[config.mk]
export PLATFORM = sky130hd
export DESIGN_NAME = blpf_ctrl
export DESIGN_NICKNAME = d
export VERILOG_FILES = /design/src/hdl/blpf_pkg.sv /design/src/hdl/blpf_ctrl.sv
export SDC_FILE = /design/constraint.sdc
export NUM_CORES = 1
export LEC_CHECK = 0
export BUFFER_PORTS_ARGS = -buffer_cell sky130_fd_sc_hd__clkbuf_2
export CAP_MARGIN = 20
export CORE_AREA = 2 2 39 41
export CTS_CLUSTER_SIZE = 8
export DETAILED_ROUTE_END_ITERATION = 10
export DIE_AREA = 0 0 41 43
export HOLD_SLACK_MARGIN = 0.1
export PLACE_DENSITY = 0.61
export SKIP_CTS_REPAIR_TIMING = 1
export SKIP_LAST_GASP = 1
export SLEW_MARGIN = 25
export SYNTH_ARGS = -nofsm -noshare
export SYNTH_HDL_FRONTEND = slang
export SYNTH_SLANG_ARGS = --single-unit
[constraint.sdc]
create_clock -name aclk -period 1.6 [get_ports aclk]
set_input_delay 0.08 -clock aclk [delete_from_list [all_inputs] [get_ports aclk]]
set_output_delay 0.08 -clock aclk [all_outputs]
set_load 0.01 [all_outputs]
[src/hdl/blpf_pkg.sv]
package blpf_pkg;

    localparam int DEF_MAX_WIDTH  = 128;
    localparam int DEF_MAX_HEIGHT = 64;

    localparam int CFG_INDEX_W = 2;
    localparam int CFG_DATA_W  = 8;

    localparam logic [CFG_INDEX_W-1:0] CFG_DISPLAY_WIDTH  = 2'd0;
    localparam logic [CFG_INDEX_W-1:0] CFG_DISPLAY_HEIGHT = 2'd1;
    localparam logic [CFG_INDEX_W-1:0] CFG_STROKE_ENABLE  = 2'd2;
    localparam logic [CFG_INDEX_W-1:0] CFG_STROKE_COLOUR  = 2'd3;

    localparam logic [7:0] RST_DISPLAY_WIDTH  = 8'd128;
    localparam logic [6:0] RST_DISPLAY_HEIGHT = 7'd64;
    localparam logic       RST_STROKE_ENABLE  = 1'b1;
    localparam logic       RST_STROKE_COLOUR  = 1'b1;

    localparam logic [1:0] OP_DRAW  = 2'd0;
    localparam logic [1:0] OP_READ  = 2'd1;
    localparam logic [1:0] OP_CLEAR = 2'd2;

    localparam int COORD_W = 12;
    localparam int ADDR_W  = 10;
    localparam int ERR_W   = 16;

    localparam logic [7:0] BLANK_BYTE = 8'h00;

    typedef struct packed {
        logic load;
        logic setup;
        logic pix_read;
        logic pix_write;
        logic step;
        logic clr_write;
        logic rd_issue;
        logic rd_capture;
        logic out_load;
    } ctrl_cmd_t;

    typedef struct packed {
        logic stroke_en;
        logic line_done;
        logic clr_last;
    } dp_status_t;

endpackage

[src/hdl/blpf_ctrl.sv]
module blpf_ctrl (
    input  logic                 aclk,
    input  logic                 aresetn,
    input  logic                 s_valid,
    output logic                 s_ready,
    input  logic [1:0]           s_operation,
    output logic                 m_valid,
    input  logic                 m_ready,
    input  blpf_pkg::dp_status_t status,
    output blpf_pkg::ctrl_cmd_t  cmd
);

    localparam logic [3:0] S_INIT    = 4'd0;
    localparam logic [3:0] S_IDLE    = 4'd1;
    localparam logic [3:0] S_SETUP   = 4'd2;
    localparam logic [3:0] S_PREAD   = 4'd3;
    localparam logic [3:0] S_PWRITE  = 4'd4;
    localparam logic [3:0] S_CLEAR   = 4'd5;
    localparam logic [3:0] S_RDISSUE = 4'd6;
    localparam logic [3:0] S_RDCAP   = 4'd7;
    localparam logic [3:0] S_RESP    = 4'd8;

    logic [3:0] state_reg, state_next;
    logic       m_valid_reg, m_valid_next;
    logic       out_free;

    assign out_free = !m_valid_reg || m_ready;
    assign s_ready  = state_reg == S_IDLE;

    always_comb begin
        state_next = state_reg;
        cmd        = '0;
        case (state_reg)
            S_INIT: begin
                cmd.clr_write = 1'b1;
                if (status.clr_last) begin
                    state_next = S_IDLE;
                end
            end
            S_IDLE: begin
                if (s_valid) begin
                    cmd.load = 1'b1;
                    case (s_operation)
                        blpf_pkg::OP_DRAW:  state_next = status.stroke_en ? S_SETUP : S_RESP;
                        blpf_pkg::OP_READ:  state_next = S_RDISSUE;
                        blpf_pkg::OP_CLEAR: state_next = S_CLEAR;
                        default:            state_next = S_RESP;
                    endcase
                end
            end
            S_SETUP: begin
                cmd.setup  = 1'b1;
                state_next = S_PREAD;
            end
            S_PREAD: begin
                cmd.pix_read = 1'b1;
                state_next   = S_PWRITE;
            end
            S_PWRITE: begin
                cmd.pix_write = 1'b1;
                if (status.line_done) begin
                    state_next = S_RESP;
                end else begin
                    cmd.step   = 1'b1;
                    state_next = S_PREAD;
                end
            end
            S_CLEAR: begin
                cmd.clr_write = 1'b1;
                if (status.clr_last) begin
                    state_next = S_RESP;
                end
            end
            S_RDISSUE: begin
                cmd.rd_issue = 1'b1;
                state_next   = S_RDCAP;
            end
            S_RDCAP: begin
                cmd.rd_capture = 1'b1;
                state_next     = S_RESP;
            end
            S_RESP: begin
                if (out_free) begin
                    cmd.out_load = 1'b1;
                    state_next   = S_IDLE;
                end
            end
            default: begin
                state_next = S_IDLE;
            end
        endcase
    end

    always_comb begin
        if (cmd.out_load) begin
            m_valid_next = 1'b1;
        end else if (m_ready) begin
            m_valid_next = 1'b0;
        end else begin
            m_valid_next = m_valid_reg;
        end
    end

    always_ff @(posedge aclk) begin
        if (!aresetn) begin
            state_reg   <= S_INIT;
            m_valid_reg <= 1'b0;
        end else begin
            state_reg   <= state_next;
            m_valid_reg <= m_valid_next;
        end
    end

    assign m_valid = m_valid_reg;

`ifndef SYNTHESIS
    a_load_into_free_slot: assert property (@(posedge aclk) disable iff (!aresetn)
        cmd.out_load |-> (!m_valid_reg || m_ready))
        else $error("result loaded over a pending transfer");

    a_accept_leaves_idle: assert property (@(posedge aclk) disable iff (!aresetn)
        (s_valid && s_ready) |=> (state_reg != S_IDLE))
        else $error("accepted item did not start work");

    a_write_after_read: assert property (@(posedge aclk) disable iff (!aresetn)
        (state_reg == S_PWRITE) |-> ($past(state_reg) == S_PREAD))
        else $error("pixel write without preceding read");

    a_valid_from_load: assert property (@(posedge aclk) disable iff (!aresetn)
        $rose(m_valid_reg) |-> $past(cmd.out_load))
        else $error("result valid without a load");
`endif

endmodule

==> flow_summary.toml <==
[logic_synthesis]
syn_avg_cell_area_um2 = 7.43
synth_nets = 74
yosys_warnings = 0
synth_flop_cell = "dfxtp_1"
synth-edff-count = 0
synth.most_common_cell = "nor2_1"
yosys.area.top_type = "dfxtp_1"
synthArstFlopShare_pct = 0
synth_area_um2 = 468
netlist_instances = 63
ys_ff_latch = 5
synth_cell_types = 33
synthTopCellsByCount = "nor2_1, dfxtp_1, inv_1, nand2_1, o21ai_0"
ys_seq_area_share_pct = 21.4
synth_top_area_share_pct = 21.4
synthTopCellsByArea = "dfxtp_1, nor2_1, ha_1"

[timing]
timing.final.crit_share_pct = 96.8
finalHoldViolations = 0
relSlewSlack_pct = 73.6
worst_slew_pin_slew_ns = 0.395
max_freq_mhz = 645
rsz0062_at_grt = "yes"
finalSetupTns_ns = 0
layout_min_cycle_time_ns = 1.55
setup_viol = 0
slew_violations = 0
skew_ns = 0.00363

[worst_hold_path]
hold_class = "in -> reg"
min_path_cells = 2
min_from = "aresetn"
hold_path_end = "state_reg[3]$_SDFFE_PN0P_"

[die]
placeableCoreArea_um2 = 1380
row_count = 14
dieArea_um2 = 1760
fp.dieH_um = 43
num_io_pins = 20
die_w_um = 41
initial_core_util_pct = 33.8

[place]
placedCellCount = 99
placed_area_um2 = 602
portBuffers = 19
dpl.hpwl_um = 827
gp_congestion = 0.690

[status]
outcome = "finished, final reports clean"

[setup_path]
rrSetupSlack_ns = 0.16
cp.required_ns = 1.52
r2r-end = "state_reg[0]$_SDFFE_PN0P_"
critPathLaunchType = "flop"
worstSetupPathType = "reg -> out"
arrival_ns = 1.47
timing.rr.start = "state_reg[2]$_SDFFE_PN0P_"
reg2reg_depth = 5
path_max_fanout = 14
crit_path_end_kind = "output pin"

[pwr]
ir_drop_mv = 0.433
power.leakage_nw = 0.320
power_mw = 0.489
powerDensity_nw_per_um2 = 761

[cts]
clk_pin_slew_ns = 0.04
htreeDepth = 1
clock_path_buffers = 2
root_buffer = "clkbuf_4"
cts_made_buffers = 3
clock_sinks = 5
cts_tree = "done"
clock_latency_ns = 0.24

[finish]
final_area_um2 = 643
area_growth_pct = 37.4
antenna_cells = 0
nFillCells = 147
stdcell_count = 103
drive_gt1_share_pct = 41.4
largest_register_ffs = 4
finalNetCount = 99

[routing]
viasPerCell = 4.81
drtIter0Drc = 7
post_drt_wl_per_cell_um = 10.2
vias = 495
ant_nets = 0
first_pass_iters = 3
routed_wl_um = 1050
drc = 0

[grt]
grtUsageTotal_pct = 14.1
grt_antenna_before_repair = 0
grt-ovfl-total = 0
grt_pass1_wl_um = 1680
grt_start_max_net_pins = 15
grt_pass1_vias = 440

[job]
drv_cap = 0
cells by family after synthesis:
family	Yosys count	share of synthesized area, %
compound gates	15	24.1
mux	2	4.55
xor+xnor	1	1.87
buf+inv	9	8.02
simple gates	29	34.8
flops	5	21.4
fa+ha+maj	2	5.35
worst max-delay path, cell delays in order (launching register included):
cell	delay, ns
dfxtp_2	0.38
or4_4	0.59
nor2b_1	0.13
clkbuf_2	0.13
cells in the final DEF, fill, tap and decap left out, types with 2 or more instances in the layout:
cell type,instances
dfxtp_1,4
o21ai_0,4
inv_1,4
ha_1,2
a21boi_1,2
and2_1,2
nor2_1,7
clkbuf_4,3
clkbuf_2,19
nand2_1,4
a21oi_1,2
buf_4,5
nor3_1,2
nand2b_1,3
nand3_1,2
nor2b_1,2
worst max-delay path by stage:
stage | start | to | slack [ns] | cells after the start
floorplan | state_reg[3]$_SDFFE_PN0P_ | state_reg[3]$_SDFFE_PN0P_ | 0.10 | 4
global placement | state_reg[0]$_SDFFE_PN0P_ | state_reg[3]$_SDFFE_PN0P_ | 0.09 | 5
detailed placement | state_reg[0]$_SDFFE_PN0P_ | state_reg[0]$_SDFFE_PN0P_ | 0.09 | 4
CTS | state_reg[0]$_SDFFE_PN0P_ | cmd[8] | -0.13 | 4
global route | state_reg[3]$_SDFFE_PN0P_ | cmd[8] | -0.04 | 5
finish | state_reg[0]$_SDFFE_PN0P_ | cmd[0] | 0.05 | 3
layer usage:
metal	up-vias	track usage, %	wire (um)
met5	-	0	0
met4	0	4.00	0
met1	213	15.2	495
met2	13	22.5	504
met3	0	7.85	47
li1	269	-	-
per-stage QoR:
stage	utilization (%)	hold slack (ns)	setup WS [ns]
2_1_floorplan	-	0.213	0.101
3_3_place_gp	43.5	0.368	0.0931
3_5_place_dp	43.5	0.374	0.0897
4_1_cts	45.4	0.112	-0.128
5_1_grt	46.5	0.114	-0.0408
6_report	46.5	0.122	0.0506
layout make-up:
class	instances	area (um2)	area share [%]
Timing Repair Buffer	24	133	20.6
Sequential cell	5	101	15.8
Multi-Input combinational cell	49	344	53.5
Inverter	5	18.8	2.92
Tap cell	16	20.0	3.11
Clock buffer	4	26.3	4.09
power by group:
group	total (mW)	switching [mW]	internal [mW]
Clock	0.147	0.0524	0.0943
Sequential	0.158	0.0225	0.135
Combinational	0.185	0.0837	0.101
Note: power is estimated with default switching activity, not from simulation.
